<file path="config.mk">
export PLATFORM = sky130hd
export DESIGN_NAME = ttdec_fifo
export DESIGN_NICKNAME = d
export VERILOG_FILES = /design/src/rtl/core/ttdec_pkg.sv /design/src/rtl/core/ttdec_fifo.sv
export SDC_FILE = /design/constraint.sdc
export NUM_CORES = 1
export LEC_CHECK = 0
export BUFFER_PORTS_ARGS = -buffer_cell sky130_fd_sc_hd__buf_2
export CORE_MARGIN = 1
export CORE_UTILIZATION = 39
export CTS_CLUSTER_DIAMETER = 40
export DETAILED_ROUTE_END_ITERATION = 12
export GPL_TIMING_DRIVEN = 1
export PLACE_DENSITY_LB_ADDON = 0.2
export SLEW_MARGIN = 20
export SYNTH_ARGS = -nofsm -noshare
export SYNTH_HDL_FRONTEND = slang
export SYNTH_SLANG_ARGS = --single-unit
</file>
<file path="constraint.sdc">
create_clock -name clk -period 19.7 [get_ports clk]
set_clock_uncertainty 0.1 [all_clocks]
set_input_delay 3.94 -clock clk [delete_from_list [all_inputs] [get_ports clk]]
set_output_delay 3.94 -clock clk [all_outputs]
set_load 0.05 [all_outputs]
</file>
<file path="src/rtl/core/ttdec_pkg.sv">
`timescale 1ns / 1ps
// ----------------------------------------------------------------------------
// ttdec_pkg: shared types and constants of the tiled texel decoder
// Coding modes, register indexes, the front-to-back queue entry, the result
// record and the RGB5A3 color expansion.
// ----------------------------------------------------------------------------
package ttdec_pkg;

    localparam int PALETTE_DEPTH_DEF = 256;
    localparam int MAX_DIMENSION_DEF = 1024;

    localparam int CFG_IDX_W  = 2;
    localparam int CFG_DATA_W = 11;
    localparam int POS_W      = 10;
    localparam int COLOR_W    = 8;
    localparam int WORD_W     = 16;
    localparam int INDEX_W    = 8;
    localparam int BYTE_W     = 8;
    localparam int OPAQUE_BIT = 15;

    localparam int QUEUE_DEPTH = 4;
    localparam int QPTR_W      = $clog2(QUEUE_DEPTH);
    localparam int OUTQ_DEPTH  = 8;
    localparam int OQ_PTR_W    = $clog2(OUTQ_DEPTH);

    localparam logic [CFG_IDX_W-1:0] REG_CODING_MODE  = 2'd0;
    localparam logic [CFG_IDX_W-1:0] REG_IMAGE_WIDTH  = 2'd1;
    localparam logic [CFG_IDX_W-1:0] REG_IMAGE_HEIGHT = 2'd2;

    typedef enum logic [2:0] {
        MODE_RGB5A3 = 3'd0,
        MODE_PAL4   = 3'd1,
        MODE_PAL8   = 3'd2,
        MODE_INT4   = 3'd3,
        MODE_INT8   = 3'd4
    } coding_t;

    typedef enum logic [1:0] {
        TEXEL_WORD    = 2'd0,
        TEXEL_PALETTE = 2'd1,
        TEXEL_ALPHA   = 2'd2
    } texel_kind_t;

    typedef enum logic {
        OP_PAL_LOAD = 1'b0,
        OP_TEXELS   = 1'b1
    } entry_op_t;

    typedef struct packed {
        logic              valid;
        texel_kind_t       kind;
        logic [WORD_W-1:0] value;
        logic [POS_W-1:0]  pix_x;
        logic [POS_W-1:0]  pix_y;
        logic              done;
    } slot_t;

    typedef struct packed {
        entry_op_t          op;
        logic [INDEX_W-1:0] pal_addr;
        slot_t [1:0]        slots;
    } entry_t;

    typedef struct packed {
        logic [COLOR_W-1:0] red;
        logic [COLOR_W-1:0] green;
        logic [COLOR_W-1:0] blue;
        logic [COLOR_W-1:0] alpha;
    } rgba_t;

    typedef struct packed {
        logic [POS_W-1:0] pix_x;
        logic [POS_W-1:0] pix_y;
        rgba_t            color;
        logic             image_done;
    } result_t;

    function automatic rgba_t decode_rgb5a3(input logic [WORD_W-1:0] w);
        rgba_t c;
        if (w[OPAQUE_BIT])
        begin
            c.red   = {w[14:10], w[14:12]};
            c.green = {w[9:5], w[9:7]};
            c.blue  = {w[4:0], w[4:2]};
            c.alpha = 8'hFF;
        end
        else
        begin
            c.red   = {w[11:8], w[11:8]};
            c.green = {w[7:4], w[7:4]};
            c.blue  = {w[3:0], w[3:0]};
            // 3-bit alpha widened by bit replication
            c.alpha = {w[14:12], w[14:12], w[14:13]};
        end
        return c;
    endfunction

endpackage

</file>
<file path="src/rtl/core/ttdec_fifo.sv">
`timescale 1ns / 1ps
// ----------------------------------------------------------------------------
// ttdec_fifo: queue between front and back
// Short register queue of decoded work entries.
// ----------------------------------------------------------------------------
module ttdec_fifo
    import ttdec_pkg::*;
(
    input  logic   clk,
    input  logic   rst_n,
    input  logic   push,
    input  entry_t push_entry,
    output logic   full,
    input  logic   pop,
    output entry_t head,
    output logic   empty
);

    entry_t            storage_reg [QUEUE_DEPTH];
    logic [QPTR_W-1:0] wr_ptr_reg, wr_ptr_next;
    logic [QPTR_W-1:0] rd_ptr_reg, rd_ptr_next;
    logic [QPTR_W:0]   count_reg, count_next;

    always_comb
    begin
        wr_ptr_next = wr_ptr_reg + QPTR_W'(push);
        rd_ptr_next = rd_ptr_reg + QPTR_W'(pop);
        count_next  = count_reg + (QPTR_W + 1)'(push) - (QPTR_W + 1)'(pop);
    end

    always_ff @(posedge clk or negedge rst_n)
    begin
        if (!rst_n)
        begin
            wr_ptr_reg <= '0;
            rd_ptr_reg <= '0;
            count_reg  <= '0;
        end
        else
        begin
            wr_ptr_reg <= wr_ptr_next;
            rd_ptr_reg <= rd_ptr_next;
            count_reg  <= count_next;
        end
    end

    always_ff @(posedge clk)
    begin
        if (push)
        begin
            storage_reg[wr_ptr_reg] <= push_entry;
        end
    end

    assign head  = storage_reg[rd_ptr_reg];
    assign empty = (count_reg == '0);
    assign full  = (count_reg == (QPTR_W + 1)'(QUEUE_DEPTH));

endmodule

</file>
==> results.md <==
* Status: completed
* Die width at 186 um
* Final period utilization at 0.375
* Clk_lat worst skew at between 0.5 and 0.6 ns
* Non-Filler Cell Area, Final at 16000 um^2
* Total negative slack at 0 ns
* VDD IR max at 0.130 mV
* Number of global-route vias before repair at 6561
* CP Data Arrival Time at 3.34 ns
* Reg2Reg Depth at 3
* First-pass GRT wire length at 38000 um
* Post-synth top area share at 0.812
* CTS tree: built
* Hold Path Depth at 1
* HPWL after detailed placement at 14700 um
* Buffers on Ports at 183
* Largest net degree at the start of global routing at 57
* Root cell of the clock tree: clkbuf_16
* Yosys cell types at 18
* Actual slew at the worst max-slew pin at 0.954 ns
* Critical path peak fanout at 46
* Vias post-DR at 5886
* Startpoint Class: flop
* Placed cell count at 1102
* CP Class: flop to output port
* Wirelength per Cell at 21.3 um
* DP Area at 14600 um^2
* Post-CTS Resized at 0
* Register area share after synthesis at 0.825
* Post-synthesis net count at approximately 590
* Initial Utilization at 0.401
* Main area contributors after synthesis: edfxtp_1 81%, mux4_2 15%, dfrtp_1 1.3%
* DR iter-0 viols at 372
* YS warnings at 0
* Gr usage total at 0.150
* Hold path endpoint: wr_ptr_reg[1]
* R2R Path End: storage_reg[0][4]
* Max_slew headroom at 0.364
* Leak at roughly 5.5 nW
* GR Overflow Total at 0
* Layout net count at 805
* Final setup fails at 0
* Mean Syn Cell Area at 26.9 um^2
* # hold bufs at CTS at 0
* Initial antenna violation count at 7
* Share of cells above drive strength 1 at 0.484
* Die height at 186 um
* Pins Over Slew Limit at 0
* R2r setup slk at 16.93 ns
* Area of the die at 34500 um^2
* Max reg flops at roughly 360
* Core Area at 32900 um^2
* Final worst path period need at 7.38 ns
* Clk slew on worst S/H paths at 0.05 ns
* Gpl congestion at 0.674
* Power Density at 179 nW/um^2
* Reg-to-Reg Start: wr_ptr_reg[1]
* Post-CTS setup buffer count at 0
* Final ANT Viol Nets at 0
* Via density at 4.96
* Rows at 66
* Fmax at around 140 MHz
* Drt pass-1 iters at 4
* Post-route insts no fill at 1186
* Final WL at approximately 25000 um
* Clock Path Buffers at 3
* Hold Path Origin: wr_ptr_reg[1]
* Synthesized area at 13200 um^2
* Number of synthesized register bits at 363
* H-tree lvl count at 2
* Post-synth top area cell: edfxtp_1
* Final Hold Violating Endpoints at 0
* Crit. End Element: output port
* RSZ-0062 raised after global routing: false
* I/O Pins at around 180
* Num Clock Sinks at between 300 and 400
* Cell count after synthesis at 490
* Critical Path RT at 15.66 ns
* Area delta synth->final at 21.9%
* Max cap viols at 0
* CTS Buf Count at 45
* Hold Crit Class: flop to flop
* DRC at 0
==> cell families (layout without fill, tap and decap cells) <==
logic type	count (synthesis)	in the layout	synth area share
buffers and inverters	24	275	0.0106
multiplexers	89	89	0.152
flip-flops	363	363	0.825
XOR/XNOR	3	3	0.00304
other	0	3	0
adder cells (fa/ha/maj)	5	5	0.00532
AND/OR/NAND/NOR	6	6	0.00333
==> worst max-delay path: stages (launching register included) <==
cell	delay (ns)
dfrtp_4	1.04
buf_4	0.85
mux4_2	0.62
buf_2	0.23
==> cell usage after synthesis, drive strengths merged <==
master and instances:
inv 4, nor3 1, clkbuf 7, ha 4
mux4 89, dfrtp 7, xnor3 1, and3 1
edfxtp 356, fa 1, nor3b 2, xor2 2
and3b 2, buf 13
==> cell usage in the layout (no fill, tap or decap) <==
cell type,Yosys,final
nor3b_2,0,1
inv_1,4,4
inv_6,0,5
bufinv_16,0,2
xnor3_1,1,1
fa_1,1,1
clkinv_2,0,7
xor2_1,2,2
clkbuf_8,0,1
dfrtp_1,7,5
buf_4,1,7
dfrtp_4,0,2
clkinv_1,0,2
mux4_2,89,89
buf_2,9,183
ha_1,4,4
clkinv_4,0,3
and3_4,0,1
and3b_4,0,2
edfxtp_1,356,356
nor3b_1,2,1
inv_8,0,1
nor3_1,1,1
clkinvlp_4,0,8
clkbuf_1,7,5
clkbuf_16,0,47
diode_2,0,3
==> power breakdown <==
part           leakage (nW)  internal, mW  total, mW  switching [mW]
clock network         0.693         0.470      0.780           0.310
logic                  1.43         0.295      0.990           0.695
registers              3.35          1.02       1.09          0.0791
total                  5.47          1.78       2.86            1.08
==> routing by layer <==
metal / up-vias / track usage / share of wire / wire length (um)
li1: 2581 / - / - / -
met4: 10 / 0.0466 / 0.025 / 626
met5: - / 0 / 0.0023 / 57
met2: 181 / 0.255 / 0.49 / 12400
met1: 3049 / 0.179 / 0.40 / 10100
met3: 65 / 0.0513 / 0.078 / 1960
==> per-stage QoR <==
stage,util,power (mW),hold WS [ns],worst slack [ns]
floorplan,-,1.90,0.380,8.60
global placement,0.444,2.11,0.430,12.70
detailed placement,0.444,2.12,0.455,12.72
CTS,0.488,2.91,0.472,12.14
global route,0.488,2.99,0.504,11.96
finish,0.488,2.86,0.465,12.32
==> how the worst max path moves through the flow <==
stage,startpoint,to,slack (ns),depth (start not counted)
6_report,rd_ptr_reg[0],head[47],12.32,3
5_1_grt,rd_ptr_reg[0],head[47],11.96,3
4_1_cts,rd_ptr_reg[0],head[47],12.14,3
3_5_place_dp,rd_ptr_reg[0],head[47],12.72,3
3_3_place_gp,rd_ptr_reg[0],head[47],12.70,3
2_1_floorplan,push,storage_reg[0][0],8.60,1
==> area by class of cell <==
| cell class | instances | area, um^2 |
|---|---|---|
| Clock inverter | 28 | 244 |
| Tap cell | 442 | 553 |
| Clock buffer | 53 | 1210 |
| Fill cell | 2711 | 16800 |
| Sequential cell | 363 | 10900 |
| Multi-Input combinational cell | 103 | 2180 |
| Antenna cell | 3 | 7.51 |
| Inverter | 4 | 15.0 |
| Timing Repair Buffer | 190 | 968 |
Power figures use the tool's default switching activity.
