`config.mk`:
```
export PLATFORM = sky130hd
export DESIGN_NAME = ttdec_front
export DESIGN_NICKNAME = d
export VERILOG_FILES = /design/src/rtl/core/ttdec_pkg.sv /design/src/rtl/core/ttdec_front.sv
export SDC_FILE = /design/constraint.sdc
export NUM_CORES = 1
export LEC_CHECK = 0
export BUFFER_PORTS_ARGS = -buffer_cell sky130_fd_sc_hd__buf_2
export CAP_MARGIN = 0
export CELL_PAD_IN_SITES_DETAIL_PLACEMENT = 2
export CELL_PAD_IN_SITES_GLOBAL_PLACEMENT = 2
export CORE_ASPECT_RATIO = 1.25
export CORE_MARGIN = 2
export CORE_UTILIZATION = 31
export CTS_CLUSTER_SIZE = 8
export DETAILED_ROUTE_END_ITERATION = 8
export PLACE_DENSITY_LB_ADDON = 0.1
export SLEW_MARGIN = 10
export SYNTH_ARGS = -nofsm -noshare
export SYNTH_HDL_FRONTEND = slang
export SYNTH_SLANG_ARGS = --single-unit
```
`constraint.sdc`:
```
create_clock -name clk -period 5.02 [get_ports clk]
set_input_delay 0.251 -clock clk [delete_from_list [all_inputs] [get_ports clk]]
set_output_delay 0.251 -clock clk [all_outputs]
set_load 0.1 [all_outputs]
```
`src/rtl/core/ttdec_pkg.sv`:
```
`timescale 1ns / 1ps
// ----------------------------------------------------------------------------
// ttdec_pkg: shared types and constants of the tiled texel decoder
// Coding modes, register indexes, the front-to-back queue entry, the result
// record and the RGB5A3 color expansion.
// ----------------------------------------------------------------------------
package ttdec_pkg;

    localparam int PALETTE_DEPTH_DEF = 256;
    localparam int MAX_DIMENSION_DEF = 1024;

    localparam int CFG_IDX_W  = 2;
    localparam int CFG_DATA_W = 11;
    localparam int POS_W      = 10;
    localparam int COLOR_W    = 8;
    localparam int WORD_W     = 16;
    localparam int INDEX_W    = 8;
    localparam int BYTE_W     = 8;
    localparam int OPAQUE_BIT = 15;

    localparam int QUEUE_DEPTH = 4;
    localparam int QPTR_W      = $clog2(QUEUE_DEPTH);
    localparam int OUTQ_DEPTH  = 8;
    localparam int OQ_PTR_W    = $clog2(OUTQ_DEPTH);

    localparam logic [CFG_IDX_W-1:0] REG_CODING_MODE  = 2'd0;
    localparam logic [CFG_IDX_W-1:0] REG_IMAGE_WIDTH  = 2'd1;
    localparam logic [CFG_IDX_W-1:0] REG_IMAGE_HEIGHT = 2'd2;

    typedef enum logic [2:0] {
        MODE_RGB5A3 = 3'd0,
        MODE_PAL4   = 3'd1,
        MODE_PAL8   = 3'd2,
        MODE_INT4   = 3'd3,
        MODE_INT8   = 3'd4
    } coding_t;

    typedef enum logic [1:0] {
        TEXEL_WORD    = 2'd0,
        TEXEL_PALETTE = 2'd1,
        TEXEL_ALPHA   = 2'd2
    } texel_kind_t;

    typedef enum logic {
        OP_PAL_LOAD = 1'b0,
        OP_TEXELS   = 1'b1
    } entry_op_t;

    typedef struct packed {
        logic              valid;
        texel_kind_t       kind;
        logic [WORD_W-1:0] value;
        logic [POS_W-1:0]  pix_x;
        logic [POS_W-1:0]  pix_y;
        logic              done;
    } slot_t;

    typedef struct packed {
        entry_op_t          op;
        logic [INDEX_W-1:0] pal_addr;
        slot_t [1:0]        slots;
    } entry_t;

    typedef struct packed {
        logic [COLOR_W-1:0] red;
        logic [COLOR_W-1:0] green;
        logic [COLOR_W-1:0] blue;
        logic [COLOR_W-1:0] alpha;
    } rgba_t;

    typedef struct packed {
        logic [POS_W-1:0] pix_x;
        logic [POS_W-1:0] pix_y;
        rgba_t            color;
        logic             image_done;
    } result_t;

    function automatic rgba_t decode_rgb5a3(input logic [WORD_W-1:0] w);
        rgba_t c;
        if (w[OPAQUE_BIT])
        begin
            c.red   = {w[14:10], w[14:12]};
            c.green = {w[9:5], w[9:7]};
            c.blue  = {w[4:0], w[4:2]};
            c.alpha = 8'hFF;
        end
        else
        begin
            c.red   = {w[11:8], w[11:8]};
            c.green = {w[7:4], w[7:4]};
            c.blue  = {w[3:0], w[3:0]};
            // 3-bit alpha widened by bit replication
            c.alpha = {w[14:12], w[14:12], w[14:13]};
        end
        return c;
    endfunction

endpackage

```
`src/rtl/core/ttdec_front.sv`:
```
`timescale 1ns / 1ps
// ----------------------------------------------------------------------------
// ttdec_front: input side of the tiled texel decoder
// Holds the configuration, walks the tiles, splits bytes into texels,
// drops padding and queues palette loads and texels for the back end.
// ----------------------------------------------------------------------------
module ttdec_front
    import ttdec_pkg::*;
#(
    parameter int PALETTE_DEPTH = PALETTE_DEPTH_DEF,
    parameter int MAX_DIMENSION = MAX_DIMENSION_DEF
) (
    input  logic                  clk,
    input  logic                  rst_n,
    input  logic                  push,
    input  logic                  req_type,
    input  logic [INDEX_W-1:0]    palette_index,
    input  logic [WORD_W-1:0]     palette_word,
    input  logic [BYTE_W-1:0]     pixel_byte,
    input  logic                  cfg_we,
    input  logic [CFG_IDX_W-1:0]  cfg_index,
    input  logic [CFG_DATA_W-1:0] cfg_data,
    input  logic                  q_full,
    output logic                  q_push,
    output entry_t                q_entry
);

    localparam int CW = $clog2(MAX_DIMENSION);
    localparam int PW = CW + 1;

    coding_t             mode_reg, mode_next;
    logic [CW-1:0]       wm1_reg, wm1_next;
    logic [CW-1:0]       hm1_reg, hm1_next;
    logic [CW-1:0]       tx0_reg, tx0_next;
    logic [CW-1:0]       ty0_reg, ty0_next;
    logic [2:0]          sx_reg, sx_next;
    logic [2:0]          sy_reg, sy_next;
    logic [BYTE_W-1:0]   held_reg, held_next;
    logic                phase_reg, phase_next;

    logic                accept;
    logic                byte_in;
    logic                pal_ok;
    logic                texel;
    logic                two;
    texel_kind_t         kind;
    logic [WORD_W-1:0]   val0, val1;
    logic [3:0]          tile_w, tile_h;
    logic [3:0]          sx_sum, sy_sum;
    logic [PW-1:0]       x0, x1, y0, wl, hl, tx_sum, ty_sum;
    logic [2:0]          cfg_mode;
    logic                v0, v1;

    always_comb
    begin
        accept  = push && !q_full;
        byte_in = accept && req_type;
        pal_ok  = (32'(palette_index) < PALETTE_DEPTH);

        mode_next  = mode_reg;
        wm1_next   = wm1_reg;
        hm1_next   = hm1_reg;
        tx0_next   = tx0_reg;
        ty0_next   = ty0_reg;
        sx_next    = sx_reg;
        sy_next    = sy_reg;
        held_next  = held_reg;
        phase_next = phase_reg;

        // classify the byte by coding
        two    = 1'b0;
        kind   = TEXEL_WORD;
        val0   = {held_reg, pixel_byte};
        val1   = '0;
        texel  = byte_in;
        tile_w = 4'd8;
        tile_h = 4'd4;
        case (mode_reg)
            MODE_PAL4:
            begin
                two    = 1'b1;
                kind   = TEXEL_PALETTE;
                val0   = {12'd0, pixel_byte[7:4]};
                val1   = {12'd0, pixel_byte[3:0]};
                tile_h = 4'd8;
            end
            MODE_INT4:
            begin
                two    = 1'b1;
                kind   = TEXEL_ALPHA;
                val0   = {8'd0, pixel_byte[7:4], pixel_byte[7:4]};
                val1   = {8'd0, pixel_byte[3:0], pixel_byte[3:0]};
                tile_h = 4'd8;
            end
            MODE_PAL8:
            begin
                kind = TEXEL_PALETTE;
                val0 = {8'd0, pixel_byte};
            end
            MODE_INT8:
            begin
                kind = TEXEL_ALPHA;
                val0 = {8'd0, pixel_byte};
            end
            default:
            begin
                // high byte of a big-endian word is held until the low one arrives
                tile_w = 4'd4;
                texel  = byte_in && phase_reg;
                if (byte_in)
                begin
                    phase_next = !phase_reg;
                    if (!phase_reg)
                    begin
                        held_next = pixel_byte;
                    end
                end
            end
        endcase

        x0 = PW'(tx0_reg) + PW'(sx_reg);
        x1 = x0 + PW'(1);
        y0 = PW'(ty0_reg) + PW'(sy_reg);
        wl = PW'(wm1_reg);
        hl = PW'(hm1_reg);
        v0 = (x0 <= wl) && (y0 <= hl);
        v1 = two && (x1 <= wl) && (y0 <= hl);

        // tile walk
        sx_sum = {1'b0, sx_reg} + (two ? 4'd2 : 4'd1);
        sy_sum = {1'b0, sy_reg} + 4'd1;
        tx_sum = PW'(tx0_reg) + PW'(tile_w);
        ty_sum = PW'(ty0_reg) + PW'(tile_h);
        if (texel)
        begin
            if (sx_sum == tile_w)
            begin
                sx_next = '0;
                if (sy_sum == tile_h)
                begin
                    sy_next = '0;
                    if (tx_sum > wl)
                    begin
                        tx0_next = '0;
                        ty0_next = (ty_sum > hl) ? '0 : CW'(ty_sum);
                    end
                    else
                    begin
                        tx0_next = CW'(tx_sum);
                    end
                end
                else
                begin
                    sy_next = sy_sum[2:0];
                end
            end
            else
            begin
                sx_next = sx_sum[2:0];
            end
        end

        q_entry                = '0;
        q_entry.op             = req_type ? OP_TEXELS : OP_PAL_LOAD;
        q_entry.pal_addr       = palette_index;
        q_entry.slots[0].valid = v0;
        q_entry.slots[0].kind  = kind;
        q_entry.slots[0].value = req_type ? val0 : palette_word;
        q_entry.slots[0].pix_x = POS_W'(x0);
        q_entry.slots[0].pix_y = POS_W'(y0);
        q_entry.slots[0].done  = (x0 == wl) && (y0 == hl);
        q_entry.slots[1].valid = v1;
        q_entry.slots[1].kind  = kind;
        q_entry.slots[1].value = val1;
        q_entry.slots[1].pix_x = POS_W'(x1);
        q_entry.slots[1].pix_y = POS_W'(y0);
        q_entry.slots[1].done  = (x1 == wl) && (y0 == hl);

        q_push = (accept && !req_type && pal_ok) || (texel && (v0 || v1));

        // register writes restart the walk
        cfg_mode = cfg_data[2:0];
        if (cfg_we && (cfg_index == REG_CODING_MODE || cfg_index == REG_IMAGE_WIDTH
                       || cfg_index == REG_IMAGE_HEIGHT))
        begin
            tx0_next   = '0;
            ty0_next   = '0;
            sx_next    = '0;
            sy_next    = '0;
            held_next  = '0;
            phase_next = 1'b0;
            case (cfg_index)
                REG_CODING_MODE:
                begin
                    mode_next = (cfg_mode > 3'd4) ? MODE_RGB5A3 : coding_t'(cfg_mode);
                end
                REG_IMAGE_WIDTH:
                begin
                    if (cfg_data == '0)
                        wm1_next = '0;
                    else if (32'(cfg_data) > MAX_DIMENSION)
                        wm1_next = CW'(MAX_DIMENSION - 1);
                    else
                        wm1_next = CW'(cfg_data - CFG_DATA_W'(1));
                end
                REG_IMAGE_HEIGHT:
                begin
                    if (cfg_data == '0)
                        hm1_next = '0;
                    else if (32'(cfg_data) > MAX_DIMENSION)
                        hm1_next = CW'(MAX_DIMENSION - 1);
                    else
                        hm1_next = CW'(cfg_data - CFG_DATA_W'(1));
                end
                default:
                begin
                    mode_next = mode_reg;
                end
            endcase
        end
    end

    always_ff @(posedge clk or negedge rst_n)
    begin
        if (!rst_n)
        begin
            mode_reg  <= MODE_RGB5A3;
            wm1_reg   <= '0;
            hm1_reg   <= '0;
            tx0_reg   <= '0;
            ty0_reg   <= '0;
            sx_reg    <= '0;
            sy_reg    <= '0;
            held_reg  <= '0;
            phase_reg <= 1'b0;
        end
        else
        begin
            mode_reg  <= mode_next;
            wm1_reg   <= wm1_next;
            hm1_reg   <= hm1_next;
            tx0_reg   <= tx0_next;
            ty0_reg   <= ty0_next;
            sx_reg    <= sx_next;
            sy_reg    <= sy_next;
            held_reg  <= held_next;
            phase_reg <= phase_next;
        end
    end

endmodule

```
==> results of run 1 <==
==> worst max-delay path, cell delays in order, from the launching register on <==
cell and delay [ns]:
dfrtp_1 0.42, ha_1 0.33, nand3_1 0.23, xnor2_4 0.28
nand4_1 0.22, nor2_1 0.17, o21ai_1 0.16, xnor2_4 0.18
ha_1 0.31, nand3_1 0.13, nor3_1 0.26, or2_2 0.15
a21oi_1 0.03, or3_1 0.37, a311o_1 0.44, a21oi_4 0.17
clkbuf_4 0.34
==> worst paths after layout <==
| check | startpoint | endpoint | depth (start not counted) |
|---|---|---|---|
| worst max-delay path | sx_reg[2] | q_push | 16 |
| worst min register to register | hm1_reg[8] | hm1_reg[8] | 2 |
| max in group asynchronous | rst_n | mode_reg[1] | 2 |
| min in group clk | pixel_byte[5] | held_reg[5] | 3 |
| worst min-delay path | rst_n | ty0_reg[7] | 2 |
| worst max register to register | mode_reg[1] | tx0_reg[5] | 18 |
==> power groups by stage <==
stage | clock (mW) | combinational (mW) | sequential, mW
2_1_floorplan | 0 | 1.25 | 0.555
3_3_place_gp | 0 | 1.45 | 0.588
3_5_place_dp | 0 | 1.49 | 0.595
4_1_cts | 0.386 | 1.49 | 0.586
5_1_grt | 0.401 | 1.59 | 0.600
6_report | 0.367 | 1.47 | 0.586
==> Yosys cell counts (2+ instances only) <==
cell type	number
o21ai_0	38
a21oi_1	22
inv_1	52
ha_1	60
or3_1	7
o211ai_1	5
nand4b_1	2
or4_4	2
nor2b_1	10
a211oi_1	2
mux2i_1	9
o21ai_1	4
nor2_1	46
nor3_1	10
a31oi_1	5
nand2b_1	8
nand3b_1	4
dfrtp_1	54
mux2_2	11
nand4_1	11
buf_2	7
fa_1	3
a22o_1	5
or4_1	3
o22ai_1	12
nand4bb_1	2
nor3b_1	2
nand3_1	16
or2_2	3
and2_1	5
and3_1	8
o31ai_1	7
xnor2_1	22
o21a_1	3
nand2_1	62
a221oi_1	3
xor2_1	17
clkbuf_1	17
a21o_1	10
buf_4	36
==> cell families after synthesis <==
group / synth area share (%)
AND/OR/NAND/NOR: 20.9
AO/OA/AOI/OAI: 15.6
buffers and inverters: 11.0
adder cells (fa/ha/maj): 15.5
flip-flops: 25.9
XOR/XNOR: 6.86
multiplexers: 4.10
other: 0.0719
==> metal layers <==
metal / routed length, um / GRT usage [%] / vias to the layer above
met5: 0 / 0 / -
met2: 9680 / 39.0 / 76
li1: - / - / 2312
met4: 141 / 3.47 / 0
met3: 533 / 3.10 / 9
met1: 7450 / 24.2 / 2411
==> through the flow <==
step | util, % | power [mW]
floorplan | - | 1.80
global placement | 35.4 | 2.04
global route | 36.3 | 2.59
finish | 36.3 | 2.42
detailed placement | 35.4 | 2.08
CTS | 36.3 | 2.46
==> cell usage in the layout (no fill, tap or decap), drive strengths merged, types with 3 or more instances in the layout <==
cell type,count
xnor2,23
ha,60
nand3,16
or4,5
conb,8
a31oi,5
mux2i,9
inv,52
o21a,3
mux2,11
or3,8
and2,5
clkbuf,8
buf,125
a21o,10
a221oi,3
nor3,10
o211ai,5
xor2,17
and3,8
or2,6
nor2,47
a22o,5
o21ai,43
nand2,62
dfrtp,54
o22ai,12
nor2b,10
a21oi,22
nand4,11
nand2b,9
fa,3
o31ai,7
nand3b,4
==> layout make-up <==
type	instances	area (um^2)	area share, %
multi-input cells	471	3410	56.4
flip-flops and latches	54	1350	22.4
repair buffers	126	658	10.9
well taps	220	275	4.56
inverters	53	200	3.31
clock buffers	7	143	2.36
clock inverters	1	5.00	0.0829
==> flow_summary.toml, run 1 <==
[grt]
grt_max_degree = 55
grt_pass1_wl_mm = 28.5
grt-ovfl-total = 0
grt_usage_pct = 20.4
grt_pass1_vias = 5249
antenna_found_initial = 0

[worst_setup_path]
critPathKind = "reg -> out"
crit_required_ns = 4.77
worstSetupStartpointType = "flop"
r2r_slack_ns = 0.54
cp.arrival_ns = 4.50
path_max_fanout = 6
crit_path_end_kind = "output pin"

[timing]
drv_slew = 0
max-slew-margin-rel_pct = 48.5
finalSetupViolations = 0
holdWs_ns = 0.111
rsz0062_at_grt = "false"
final.setup.worst_slack_ns = 0.271
finalCritPeriodShare_pct = 94.6
max_freq_ghz = 0.211
setup_tns_ns = 0
period_needed_ns = 4.75
hold_violations = 0
fin_skew_ns = 0.00606
worst_pin_slew_ns = 0.772

[detailed_routing]
drc = 0
vias = 4808
routedWlPerCell_um = 19.1
drt_iter0_markers = 115
firstDrtPassIters = 4
ant_nets = 0
viasPerCell = 5.16
wl_mm = 17.8

[clocking]
cts_resized = 0
clkTransAtPathRegs_ns = 0.07
clk-insertion-delay-late_ns = 0.30
cts_buffers = 5
cts_root_buf = "clkbuf_16"
post_cts.repair.setup_buffers = 0
clock_path_buffers = 2
cts_tree = "built"
htree_levels = 2
cts.sinks = 54
hold_buffers = 0

[yosys]
synth_top_area_share_pct = 25.9
synth_seq_cells = 54
syn_area_um2 = 5220
synth_top_flop_cell = "dfrtp_1"
yosysSeqAreaShare_pct = 25.9
synthCells = 632
synth.distinct_cells = 67
synth_edf_count = 0
synth_async_sr_flop_share_pct = 100
avgSynthCellArea_um2 = 8.25
yosysTopAreaCell = "dfrtp_1"
synthTopCellsByArea = "dfrtp_1 (26%), ha_1 (14%), buf_4 (5.2%), nand2_1 (4.5%), inv_1 (3.7%)"
yosys_warnings = 0

[power_and_ir_drop]
power_frac_seq_pct = 24.2
p_clk_share_pct = 15.1
peakVddDrop_v = 0.000307
sw_frac_of_total_pct = 56.8
p_sw_mw = 1.38
p_int_mw = 1.05
p_leak_nw = 3.13
p_comb_share_pct = 60.7
p_per_area_nw_per_um2 = 401

[layout]
syn_to_final_growth_pct = 15.8
layoutNonFillerInstCount = 932
drive_above_1_share_pct = 23.6
insertedDiodeCount = 0
nFillCells = 1961
nets = 825
design_area_um2 = 6040

[place]
portBuffers = 116
place_area_um2 = 5890
place_ws_ns = 0.399
gp_congestion = 0.800
place_inst = 924
hpwl_mm = 14.9

[die]
core_region_area_um2 = 16600
start_util_pct = 31.3
die_w_um = 120
io_pins = 141
rows = 53
die-area_um2 = 17900
die_h_um = 149

[hold_path]
hold_class = "in -> async"

[flow_run]
maxCapViolCount = 0

[outcome]
status = "complete, no violations"
No activity file was read; power rests on OpenSTA's default activity.
==> run 2, diff against run 1 <==
- ABC_AREA: unset -> 1
- BUFFER_PORTS_ARGS: -buffer_cell sky130_fd_sc_hd__buf_2 -> -buffer_cell sky130_fd_sc_hd__clkbuf_2
- CORE_UTILIZATION: 31 -> 29
- MAX_ROUTING_LAYER: unset -> met4
==> flow_summary.toml, run 2 <==
[worst_setup_path]
timing.rr.start = "mode_reg[0]"
critPathKind = "reg -> reg"
crit_family = "simple AND/OR/NAND/NOR gates"
path_max_fanout = 13
slowest_delay_ns = 0.43
reg2regPathDepth = 21
crit_path_end_kind = "flop"
cp.arrival_ns = 4.29
crit_chain = "inv_2 -> nor2_4 -> inv_2 -> nand2_2 -> inv_2 -> ha_1 -> inv_1 -> fa_1 -> nor2_1 -> nand3_1 -> xor2_1 -> ha_1 -> a21o_1 -> a21oi_1 -> nand2_1 -> nand2_1 -> nand3_1 -> nand2_4 -> nor2_4 -> nand2_1 -> nand2_1"
crit_required_ns = 5.22
r2r_slack_ns = 0.93
cp_common_cell = "nand2_1"
critPathSlowestCell = "dfrtp_1"
rr_endpoint = "ty0_reg[3]"
crit_buf_inv = 4
worstSetupStartpointType = "flop"

[detailed_routing]
routedWlPerCell_um = 18.0
drc = 0
wl_mm = 19.7
firstDrtPassIters = 4
vias = 5396
drt_iter0_markers = 178
ant_nets = 0
viasPerCell = 4.93

[timing]
holdWs_ns = 0.0942
period_needed_ns = 4.09
max_freq_ghz = 0.245
fin_skew_ns = 0.0120
finalCritPeriodShare_pct = 81.4
rsz0062_at_grt = "false"
hold_violations = 0
finalSetupViolations = 0
max-slew-margin-rel_pct = 45.0
worst_pin_slew_ns = 0.822
drv_slew = 0

[power_and_ir_drop]
p_leak_nw = 3.51
p_comb_share_pct = 62.8
p_per_area_nw_per_um2 = 428
p_sw_mw = 1.56
p_clk_share_pct = 14.8
p_int_mw = 1.06
power_frac_seq_pct = 22.4
sw_frac_of_total_pct = 59.5
peakVddDrop_v = 0.000299

[clocking]
clock_path_buffers = 2
cts_buffers = 5
clk-insertion-delay-late_ns = 0.31
cts_resized = 0
hold_buffers = 0
post_cts.repair.setup_buffers = 0
cts_root_buf = "clkbuf_16"
htree_levels = 2
cts.sinks = 54
clkTransAtPathRegs_ns = 0.08
cts_tree = "built"

[die]
io_pins = 141
rows = 55
die_h_um = 157
die-area_um2 = 19700
die_w_um = 126
start_util_pct = 29.7
core_region_area_um2 = 18200

[yosys]
synthCells = 787
synth_edf_count = 0
yosysMostFrequentCell = "nand2_1"
synth_top_area_share_pct = 25.0
synth_seq_cells = 54
yosysSeqAreaShare_pct = 25.0
yosysTopAreaCell = "dfrtp_1"
synth_top_flop_cell = "dfrtp_1"
syn_area_um2 = 5400
synth.distinct_cells = 44
synth_async_sr_flop_share_pct = 100
yosys_warnings = 0
avgSynthCellArea_um2 = 6.86
synth_commonest_cells = "nand2_1 (215), inv_1 (113), o21ai_0 (63), ha_1 (60), dfrtp_1 (54)"
synthTopCellsByArea = "dfrtp_1 (25%), nand2_1 (15%), ha_1 (14%), inv_1 (7.9%), o21ai_0 (5.8%)"

[place]
place_inst = 1087
gp_congestion = 0.864
portBuffers = 116
hpwl_mm = 16.6

[layout]
nets = 980
syn_to_final_growth_pct = 13.6
insertedDiodeCount = 0
final_common_cell = "nand2_1"
drive_above_1_share_pct = 17.4
nFillCells = 2275
final_util_pct = 33.7
layoutNonFillerInstCount = 1095
final_cell_mix = "nand2_1 (215), clkbuf_2 (116), inv_1 (113)"

[grt]
grt_usage_pct = 21.0
grt_pass1_vias = 6097
grt_max_degree = 55
grt_pass1_wl_mm = 31.8
grt-ovfl-total = 0
antenna_found_initial = 0

[outcome]
status = "complete, no violations"

[hold_path]
hold_class = "in -> async"

[flow_run]
maxCapViolCount = 0
-- run 2: changes by cell type after synthesis, sizes merged, moves of 8 or more --
cell,previous run,this run
a21o,10,2
inv,52,116
mux2,11,0
mux2i,9,0
nand2,62,222
nand2b,9,0
nand3,16,47
nor2,47,55
nor2b,10,0
o21ai,43,70
o22ai,12,4
xnor2,23,2
-- run 2: metal layers --
layer  up-vias  wire length (um)  share of wire [%]  GRT usage (%)
met2        61             11100                 56           40.6
met3        19               339                1.7           2.60
li1       2648                 -                  -              -
met5         -                 0                  0              -
met4         0               342                1.7           4.66
met1      2668              7970                 40           22.8
-- run 2: power by group through the flow --
stage	sequential [mW]	clock (mW)	combinational, mW
after floorplan	0.558	0	1.39
after global placement	0.589	0	1.62
after detailed placement	0.597	0	1.67
after CTS	0.589	0.405	1.67
after global routing	0.600	0.418	1.79
final	0.587	0.389	1.65
-- run 2: area by class of cell --
type	instances	area [um^2]	share of cell area (%)
Tap cell	228	285	4.65
Timing Repair Buffer	117	588	9.59
Inverter	117	439	7.16
Clock inverter	1	8.76	0.143
Sequential cell	54	1350	22.0
Clock buffer	7	153	2.49
Multi-Input combinational cell	571	3300	53.9
-- run 2: worst max-delay path by stage --
stage | start | to | slack [ns] | depth (start not counted)
finish | mode_reg[0] | ty0_reg[3] | 0.93 | 21
global route | mode_reg[0] | ty0_reg[5] | 0.50 | 21
CTS | mode_reg[0] | ty0_reg[8] | 0.85 | 21
detailed placement | mode_reg[0] | ty0_reg[8] | 0.87 | 21
global placement | mode_reg[0] | ty0_reg[9] | 1.05 | 21
floorplan | sy_reg[2] | q_entry[0] | -0.16 | 11
-- run 2: kinds of logic after synthesis --
kind of cell	Yosys count	share of synthesized area, %
compound gates	121	12.6
xor+xnor	23	3.73
fa+ha+maj	63	15.0
buf+inv	169	14.6
flops	54	25.0
other cells	1	0.0695
simple gates	356	28.9
-- run 2: per-stage QoR --
step	power (mW)	setup WS, ns	instance area, um^2	TNS, ns
2_1_floorplan	1.95	-0.156	5440	-0.156
3_3_place_gp	2.21	1.05	5970	0
3_5_place_dp	2.26	0.869	5970	0
4_1_cts	2.67	0.847	6130	0
5_1_grt	2.81	0.504	6130	0
6_report	2.62	0.933	6130	0
==> run 3, diff against run 2 <==
- clock period: 5.02 -> 4 ns (I/O delays scaled with it)
==> flow_summary.toml, run 3 (same netlist as run 2, synthesis figures left out) <==
[place]
place_inst = 1090
place_area_um2 = 6100
gp_congestion = 0.826
hpwl_mm = 16.5
place_ws_ns = 0.182
portBuffers = 116

[layout]
drive_above_1_share_pct = 20.6
final_common_cell = "nand2_1"
nets = 984
insertedDiodeCount = 0
multi_input_area_um2 = 3460
nFillCells = 2221
design_area_um2 = 6320
final_util_pct = 34.8
final_cell_mix = "nand2_1 (210), clkbuf_2 (114), inv_1 (111)"
layoutNonFillerInstCount = 1099
syn_to_final_growth_pct = 17.2
regArea_um2 = 1350

[worst_setup_path]
critPathKind = "reg -> out"
crit_path_end_kind = "output pin"
crit_required_ns = 3.80
worstSetupStartpointType = "flop"
path_max_fanout = 5
cp.arrival_ns = 3.55

[die]
start_util_pct = 29.7
rows = 55
die-area_um2 = 19700
core_region_area_um2 = 18200
io_pins = 141
die_w_um = 126
die_h_um = 157

[timing]
setup_tns_ns = 0
max-slew-margin-rel_pct = 47.9
worst_pin_slew_ns = 0.779
finalCritPeriodShare_pct = 93.8
hold_violations = 0
final.setup.worst_slack_ns = 0.248
holdWs_ns = 0.0231
max_freq_ghz = 0.267
rsz0062_at_grt = "false"
period_needed_ns = 3.75
fin_skew_ns = 0.00874
finalSetupViolations = 0
drv_slew = 0

[grt]
grt_pass1_wl_mm = 32.2
grt_max_degree = 55
grt_pass1_vias = 6206
antenna_found_initial = 0
grt-busiest-layer = "met2"
grt-ovfl-total = 0
grt_usage_pct = 21.0
gr-usage-met1_pct = 22.5
grtUsageMet3_pct = 2.60
met2_usage_pct = 41.2

[clocking]
htree_levels = 2
cts.sinks = 54
cts_buffers = 5
cts_tree = "built"
clock_path_buffers = 2
cts_root_buf = "clkbuf_16"
clk-insertion-delay-late_ns = 0.31
clkTransAtPathRegs_ns = 0.08
hold_buffers = 0

[flow_run]
maxCapViolCount = 0

[power_and_ir_drop]
finalPower_mw = 3.30
p_per_area_nw_per_um2 = 522
p_leak_nw = 3.53
peakVddDrop_v = 0.000601

[outcome]
status = "complete, no violations"

[hold_path]
hold_class = "in -> async"

[detailed_routing]
drt_iter0_markers = 181
wl_mm = 19.6
viasPerCell = 5.00
routedWlPerCell_um = 17.8
drc = 0
vias = 5490
firstDrtPassIters = 4
ant_nets = 0
==> run 3: cell count changes in the layout (fill, tap and decap cells not counted), moves of 4 or more <==
cell / before / now
nor2_1: 52 / 46
nand2_1: 215 / 210
nor2_2: 0 / 5
xor2_1: 20 / 15
nand2_2: 3 / 7
xor2_2: 1 / 5
==> run 3: worst max-delay path, cell delays in order (launching register included) <==
cell and delay (ns):
dfrtp_1 0.45, ha_2 0.23, nand2_2 0.10, nor2_2 0.18, or2_4 0.16, nand2_4 0.07
clkinvlp_4 0.08, nand4_1 0.16, nor3_2 0.18, xor2_1 0.29, inv_1 0.12, ha_1 0.30
nand2_1 0.05, inv_1 0.05, nand4_1 0.18, nor3_4 0.16, clkbuf_2 0.48
==> run 3: area by class of cell <==
cell class	count	share of cell area [%]
multi-input combinational	572	54.8
tap	228	4.51
sequential	54	21.4
timing repair buffer	120	9.80
inverter	117	7.07
clock buffer	6	2.20
clock inverter	2	0.277
==> run 3: path summary, 6_finish.rpt <==
path	startpoint	endpoint	slack (ns)	cells after the start
worst max-delay path	sx_reg[2]	q_entry[40]	0.25	16
worst min-delay path	rst_n	hm1_reg[6]	0.02	2
worst max register to register	mode_reg[0]	ty0_reg[2]	0.43	22
worst min register to register	tx0_reg[8]	tx0_reg[8]	0.49	2
max in group asynchronous	rst_n	sy_reg[0]	3.47	2
min in group clk	pixel_byte[7]	held_reg[7]	0.18	3
==> run 3: what timing repair did <==
item,CTS,global route
setup buffers,0,0
cloned,0,1
endpoints found under the setup margin,2,15
gates resized for setup,2,14
pin swaps,0,2
==> run 3: metal layers <==
layer  share of wire, %  vias to the layer above
met5                  0                        -
met2                 57                       82
li1                   -                     2657
met3                2.2                       17
met4                1.3                        0
met1                 40                     2734
==> run 3: where the power goes <==
part	internal, mW	leakage, nW	switching [mW]
clock	0.252	0.0770	0.221
combinational	0.454	2.75	1.64
sequential	0.629	0.703	0.105
total	1.34	3.53	1.97
